`src/rtl/mhs_pkg.sv`:
```
`timescale 1ns / 1ps
// shared types and constants of the max heap sort engine
// no dependencies

package mhs_pkg;

    localparam int DEPTH_DEF     = 1024;
    localparam int WORD_BITS_DEF = 32;
    localparam logic [10:0] CAP_RESET = 11'd1024;
    localparam logic REG_CAPACITY = 1'b0;

    typedef enum logic [2:0] {
        REQ_CLEAR = 3'd0,
        REQ_LOAD  = 3'd1,
        REQ_ADD   = 3'd2,
        REQ_SORT  = 3'd3,
        REQ_READ  = 3'd4
    } t_req;

    typedef enum logic [1:0] {
        ST_OK     = 2'd0,
        ST_FULL   = 2'd1,
        ST_SORTED = 2'd2,
        ST_INDEX  = 2'd3
    } t_status;

    typedef enum logic [3:0] {
        A_INDEX = 4'd0,
        A_COUNT = 4'd1,
        A_C     = 4'd2,
        A_PAR_C = 4'd3,
        A_ZERO  = 4'd4,
        A_N     = 4'd5,
        A_PAR   = 4'd6,
        A_LEFT  = 4'd7,
        A_RIGHT = 4'd8,
        A_SEL   = 4'd9
    } t_addr_sel;

    typedef enum logic [2:0] {
        W_VALUE = 3'd0,
        W_X     = 3'd1,
        W_PW    = 3'd2,
        W_LW    = 3'd3,
        W_RD    = 3'd4
    } t_wsel;

    typedef struct packed {
        logic      acc;
        logic      we;
        t_addr_sel addr_sel;
        t_wsel     wsel;
        logic      lat_pw;
        logic      lat_lw;
        logic      lat_sel;
        logic      sel_right;
        logic      c_to_par;
        logic      adj_init;
        logic      left_step;
        logic      set_changed;
        logic      n_dec;
        logic      set_sorted;
        logic      fin_acc;
        logic      fin_late;
        logic      late_read;
    } t_cmd;

    typedef struct packed {
        logic [2:0] req;
        logic       full;
        logic       sorted;
        logic       idx_ok;
        logic       last;
        logic       c_zero;
        logic       x_le_p;
        logic       n_lt2;
        logic       n_zero;
        logic       left_lt2;
        logic       changed;
        logic       l_gt_p;
        logic       r_gt_p;
    } t_stat;

endpackage

```
`src/rtl/mhs_ctrl.sv`:
```
`timescale 1ns / 1ps
// controller: sequences clear, load, add, adjustment, sort and read
// depends on mhs_pkg

module mhs_ctrl (
    input  logic           i_clk,
    input  logic           i_rst_n,
    input  logic           i_start,
    output logic           o_busy,
    input  mhs_pkg::t_stat i_stat,
    output mhs_pkg::t_cmd  o_cmd
);

    typedef enum logic [14:0] {
        S_IDLE      = 15'h0001,
        S_RD_WAIT   = 15'h0002,
        S_ADD_RD    = 15'h0004,
        S_ADD_CMP   = 15'h0008,
        S_ADJ_START = 15'h0010,
        S_ADJ_RP    = 15'h0020,
        S_ADJ_RL    = 15'h0040,
        S_ADJ_RR    = 15'h0080,
        S_ADJ_CMP   = 15'h0100,
        S_ADJ_WR2   = 15'h0200,
        S_SORT_STEP = 15'h0400,
        S_SORT_RA   = 15'h0800,
        S_SORT_RB   = 15'h1000,
        S_SORT_W1   = 15'h2000,
        S_SORT_W2   = 15'h4000
    } t_state;

    t_state r_state, n_state;
    logic   r_sorting, n_sorting;

    assign o_busy = (r_state != S_IDLE);

    always_comb begin
        n_state   = r_state;
        n_sorting = r_sorting;
        o_cmd     = '0;
        case (r_state)
            S_IDLE: begin
                if (i_start) begin
                    o_cmd.acc = 1'b1;
                    case (i_stat.req)
                        mhs_pkg::REQ_LOAD: begin
                            o_cmd.addr_sel = mhs_pkg::A_COUNT;
                            o_cmd.wsel     = mhs_pkg::W_VALUE;
                            o_cmd.we       = !i_stat.full;
                            if (i_stat.last) begin
                                n_sorting = 1'b0;
                                n_state   = S_ADJ_START;
                            end else begin
                                o_cmd.fin_acc = 1'b1;
                            end
                        end
                        mhs_pkg::REQ_ADD: begin
                            if (i_stat.sorted || i_stat.full) begin
                                o_cmd.fin_acc = 1'b1;
                            end else begin
                                n_state = S_ADD_RD;
                            end
                        end
                        mhs_pkg::REQ_SORT: begin
                            n_sorting = 1'b1;
                            n_state   = S_SORT_STEP;
                        end
                        mhs_pkg::REQ_READ: begin
                            if (i_stat.idx_ok) begin
                                o_cmd.addr_sel = mhs_pkg::A_INDEX;
                                n_state        = S_RD_WAIT;
                            end else begin
                                o_cmd.fin_acc = 1'b1;
                            end
                        end
                        default: o_cmd.fin_acc = 1'b1;
                    endcase
                end
            end
            S_RD_WAIT: begin
                o_cmd.fin_late  = 1'b1;
                o_cmd.late_read = 1'b1;
                n_state         = S_IDLE;
            end
            S_ADD_RD: begin
                if (i_stat.c_zero) begin
                    o_cmd.we       = 1'b1;
                    o_cmd.addr_sel = mhs_pkg::A_C;
                    o_cmd.wsel     = mhs_pkg::W_X;
                    o_cmd.fin_late = 1'b1;
                    n_state        = S_IDLE;
                end else begin
                    o_cmd.addr_sel = mhs_pkg::A_PAR_C;
                    n_state        = S_ADD_CMP;
                end
            end
            S_ADD_CMP: begin
                o_cmd.we       = 1'b1;
                o_cmd.addr_sel = mhs_pkg::A_C;
                if (i_stat.x_le_p) begin
                    o_cmd.wsel     = mhs_pkg::W_X;
                    o_cmd.fin_late = 1'b1;
                    n_state        = S_IDLE;
                end else begin
                    o_cmd.wsel     = mhs_pkg::W_RD;
                    o_cmd.c_to_par = 1'b1;
                    n_state        = S_ADD_RD;
                end
            end
            S_ADJ_START: begin
                if (i_stat.n_lt2) begin
                    if (r_sorting) begin
                        n_state = S_SORT_STEP;
                    end else begin
                        o_cmd.fin_late = 1'b1;
                        n_state        = S_IDLE;
                    end
                end else begin
                    o_cmd.adj_init = 1'b1;
                    n_state        = S_ADJ_RP;
                end
            end
            S_ADJ_RP: begin
                o_cmd.addr_sel = mhs_pkg::A_PAR;
                n_state        = S_ADJ_RL;
            end
            S_ADJ_RL: begin
                o_cmd.addr_sel = mhs_pkg::A_LEFT;
                o_cmd.lat_pw   = 1'b1;
                n_state        = S_ADJ_RR;
            end
            S_ADJ_RR: begin
                o_cmd.addr_sel = mhs_pkg::A_RIGHT;
                o_cmd.lat_lw   = 1'b1;
                n_state        = S_ADJ_CMP;
            end
            S_ADJ_CMP: begin
                o_cmd.addr_sel = mhs_pkg::A_PAR;
                if (i_stat.l_gt_p) begin
                    o_cmd.we      = 1'b1;
                    o_cmd.wsel    = mhs_pkg::W_LW;
                    o_cmd.lat_sel = 1'b1;
                    n_state       = S_ADJ_WR2;
                end else if (i_stat.r_gt_p) begin
                    o_cmd.we        = 1'b1;
                    o_cmd.wsel      = mhs_pkg::W_RD;
                    o_cmd.lat_sel   = 1'b1;
                    o_cmd.sel_right = 1'b1;
                    n_state         = S_ADJ_WR2;
                end else if (!i_stat.left_lt2) begin
                    o_cmd.left_step = 1'b1;
                    n_state         = S_ADJ_RP;
                end else if (i_stat.changed) begin
                    n_state = S_ADJ_START;
                end else if (r_sorting) begin
                    n_state = S_SORT_STEP;
                end else begin
                    o_cmd.fin_late = 1'b1;
                    n_state        = S_IDLE;
                end
            end
            S_ADJ_WR2: begin
                o_cmd.we          = 1'b1;
                o_cmd.addr_sel    = mhs_pkg::A_SEL;
                o_cmd.wsel        = mhs_pkg::W_PW;
                o_cmd.set_changed = 1'b1;
                if (i_stat.left_lt2) begin
                    n_state = S_ADJ_START;
                end else begin
                    o_cmd.left_step = 1'b1;
                    n_state         = S_ADJ_RP;
                end
            end
            S_SORT_STEP: begin
                if (i_stat.n_zero) begin
                    o_cmd.set_sorted = 1'b1;
                    o_cmd.fin_late   = 1'b1;
                    n_state          = S_IDLE;
                end else begin
                    o_cmd.n_dec = 1'b1;
                    n_state     = S_SORT_RA;
                end
            end
            S_SORT_RA: begin
                o_cmd.addr_sel = mhs_pkg::A_ZERO;
                n_state        = S_SORT_RB;
            end
            S_SORT_RB: begin
                o_cmd.addr_sel = mhs_pkg::A_N;
                o_cmd.lat_pw   = 1'b1;
                n_state        = S_SORT_W1;
            end
            S_SORT_W1: begin
                o_cmd.we       = 1'b1;
                o_cmd.addr_sel = mhs_pkg::A_ZERO;
                o_cmd.wsel     = mhs_pkg::W_RD;
                n_state        = S_SORT_W2;
            end
            S_SORT_W2: begin
                o_cmd.we       = 1'b1;
                o_cmd.addr_sel = mhs_pkg::A_N;
                o_cmd.wsel     = mhs_pkg::W_PW;
                n_state        = S_ADJ_START;
            end
            default: n_state = S_IDLE;
        endcase
    end

    always_ff @(posedge i_clk) begin
        if (!i_rst_n) begin
            r_state   <= S_IDLE;
            r_sorting <= 1'b0;
        end else begin
            r_state   <= n_state;
            r_sorting <= n_sorting;
        end
    end

endmodule

```
`config.mk`:
```
export PLATFORM = sky130hd
export DESIGN_NAME = mhs_ctrl
export DESIGN_NICKNAME = d
export VERILOG_FILES = /design/src/rtl/mhs_pkg.sv /design/src/rtl/mhs_ctrl.sv
export SDC_FILE = /design/constraint.sdc
export NUM_CORES = 1
export LEC_CHECK = 0
export BUFFER_PORTS_ARGS = -buffer_cell sky130_fd_sc_hd__buf_2
export CAP_MARGIN = 40
export CORE_MARGIN = 3
export CORE_UTILIZATION = 45
export CTS_CLUSTER_DIAMETER = 30
export DETAILED_ROUTE_END_ITERATION = 16
export MAX_ROUTING_LAYER = met4
export PLACE_DENSITY = 0.77
export RECOVER_POWER = 50
export SLEW_MARGIN = 20
export SYNTH_ARGS = -nofsm -noshare
export SYNTH_HDL_FRONTEND = slang
export SYNTH_SLANG_ARGS = --single-unit
export TNS_END_PERCENT = 10
```
`constraint.sdc`:
```
create_clock -name i_clk -period 3.7 [get_ports i_clk]
set_input_delay 0.37 -clock i_clk [delete_from_list [all_inputs] [get_ports i_clk]]
set_output_delay 0.37 -clock i_clk [all_outputs]
set_load 0.05 [all_outputs]
```
==> results.json <==
{
  "holdBufCountCts": 0,
  "ys_types": 45,
  "layout_setup_ws_ns": 0.798,
  "rsz0062_at_grt": "no",
  "drtIter0Drc": 51,
  "ff2ff_setup_slack_ns": 1.59,
  "pwr-share-comb": 0.377,
  "critical_path_arrival_ns": 2.53,
  "clkLatencyLatePin_ns": 0.29,
  "clk_path_buf_depth": 2,
  "p_leak_nw": 0.668,
  "fmax_mhz": 345,
  "drcViolationCount": 0,
  "numCtsBuffers": 3,
  "vias": 1449,
  "fin_crit_sh": 0.784,
  "worstReg2RegStart": "r_state[0]",
  "avgViaCountPerCell": 6.14,
  "finalInstanceArea_mm2": 0.00151,
  "grt_max_degree": 13,
  "rows": 18,
  "cts_resized": 0,
  "min_period_ns": 2.90,
  "synth.avg_cell_area_um2": 7.52,
  "gp_congestion": 1.08,
  "worstRegToRegCells": 5,
  "hpwlAfterDp_um": 3030,
  "p_int_uw": 300,
  "setup_violations": 0,
  "grt.total_usage": 0.232,
  "finClkSkew_ns": 0.00563,
  "antenna_found_initial": 0,
  "cts.sinks": 16,
  "critical_path.max_stage_delay_ns": 0.57,
  "syn_inst": 173,
  "cts_root_buf": "clkbuf_4",
  "cp-startpoint": "r_state[0]",
  "swShare": 0.399,
  "async_flop_share": 0,
  "dr.pass1.iters": 4,
  "synth_nets": 191,
  "place_area_mm2": 0.00149,
  "cts_tree": "done",
  "syn-cell-area_mm2": 0.00130,
  "hp-class": "input pin to flip-flop",
  "worst_hold_slack_ns": 0.374,
  "synth-edff-count": 0,
  "wire_per_inst_um": 15.9,
  "pwr-share-clk": 0.239,
  "port_buffers": 40,
  "die_h_um": 59.8,
  "fillers": 246,
  "grt.overflow.total": 0,
  "grt_pass1_wl_um": 6090,
  "yosysWarningCount": 0,
  "setup_tns_ns": 0,
  "critPathSlowestCell": "or4_1",
  "ios": 41,
  "htree_num_levels": 1,
  "clk_pin_slew_ns": 0.10,
  "worst_pin_slew_ns": 0.590,
  "post-cts-setup-buffers": 0,
  "cap_viol_max_count": 0,
  "dieArea_mm2": 0.00357,
  "area_growth_pct": 16.2,
  "seqPwrFrac": 0.384,
  "fin_nets": 225,
  "core_region_area_mm2": 0.00261,
  "seq_area_frac_synth": 0.246,
  "power.density_mw_per_mm2": 330,
  "start_kind": "flip-flop",
  "synth_top_flop_cell": "dfxtp_1",
  "yosys_register_bits": 16,
  "grt_pass1_vias": 1331,
  "diodes": 0,
  "endpoint": "o_cmd[20]",
  "finalMaxSlewViolations": 0,
  "status": "finished, final reports clean",
  "critical_path.cell_chain": "or4_1 > nor4_1 > nor3b_1 > nor2b_1 > o2111ai_1 > buf_2",
  "ant_nets": 0,
  "finalWirelength_um": 3760,
  "required_ns": 3.33,
  "ir_drop_v": 0.000339,
  "slew-limit-headroom": 0.601,
  "critPathKind": "flip-flop to output port",
  "finalHoldViolCount": 0,
  "final_cell_mix": "buf_2 (37), nor2_1 (20), dfxtp_1 (16)",
  "switchingPower_uw": 199,
  "die_w_um": 59.8,
  "pre_cts_ws_ns": 1.23,
  "cp_max_fo": 5,
  "final_common_cell": "buf_2",
  "start_util": 0.498,
  "final_layout_size_suffix_gt1_frac": 0.248,
  "end_kind": "output port",
  "finalPower_uw": 499,
  "r2r-end": "r_state[4]"
}
[state kept, by name (all words and copies together) (netlist names)]
register,count
r_sorting,1
r_state,15
[power groups by stage]
stage               logic [mW]  clock network, mW  registers [mW]
global route             0.205              0.127           0.193
finish                   0.188              0.120           0.192
global placement         0.189                  0           0.194
detailed placement       0.188                  0           0.195
floorplan                0.146                  0           0.189
CTS                      0.189              0.121           0.191
[cell usage after synthesis (3+ instances only)]
cell | count | area (µm²)
nor2_1 | 20 | 75.1
dfxtp_1 | 16 | 320
nand2_1 | 13 | 48.8
nand3_1 | 10 | 50.1
inv_1 | 7 | 26.3
nor3_1 | 7 | 35.0
nor4b_1 | 7 | 61.3
o21ai_0 | 7 | 35.0
clkbuf_1 | 6 | 22.5
nand2b_1 | 6 | 37.5
nand4_1 | 6 | 37.5
or3_1 | 6 | 37.5
a21oi_1 | 5 | 25.0
nor4_1 | 5 | 31.3
and2_1 | 4 | 25.0
buf_2 | 4 | 20.0
and4_1 | 3 | 26.3
nor4_4 | 3 | 63.8
or4_1 | 3 | 22.5
or4b_2 | 3 | 30.0
xor2_1 | 3 | 26.3
[cells by family after synthesis]
kind of cell,Yosys count,share of synthesized area
AOI/OAI and AO/OA,28,0.147
xor gates and xnor gates,4,0.0269
buffers and inverters,19,0.0644
DFF,16,0.246
and+or+nand+nor,106,0.515
[critical path, delay by kind of cell, from the launching register on]
| kind | cells | cell delay [ns] |
|---|---|---|
| compound gates | 1 | 0.10 |
| buf+inv | 1 | 0.29 |
| flops | 1 | 0.38 |
| simple gates | 4 | 1.47 |
[how the worst min path moves through the flow]
stage,slack [ns],to,start,depth (start not counted)
finish,0.37,r_state[3],i_stat[7],3
global route,0.37,r_state[3],i_stat[7],3
CTS,0.36,r_state[3],i_stat[7],3
detailed placement,0.49,r_state[10],r_sorting,2
global placement,0.48,r_state[10],r_sorting,2
floorplan,0.45,r_state[10],r_sorting,2
[metrics by stage]
stage	utilization	cells
finish	0.579	236
global route	0.579	236
CTS	0.582	236
detailed placement	0.568	232
global placement	0.568	232
floorplan	-	173
[routing by layer]
metal  share of wire  vias up  track usage
met3           0.089        4       0.0626
met1            0.42      666        0.295
met2            0.48       68        0.355
met4           0.013        0       0.0728
met5               0        -            -
li1                -      711            -
[final cells by class]
type,count,area (µm²),share of cell area
multi-input cells,138,892,0.590
flip-flops and latches,16,320,0.212
repair buffers,40,196,0.130
well taps,30,37.5,0.0248
clock buffers,4,36.3,0.0240
inverters,8,30.0,0.0199
(Power assumes the default switching activity.)
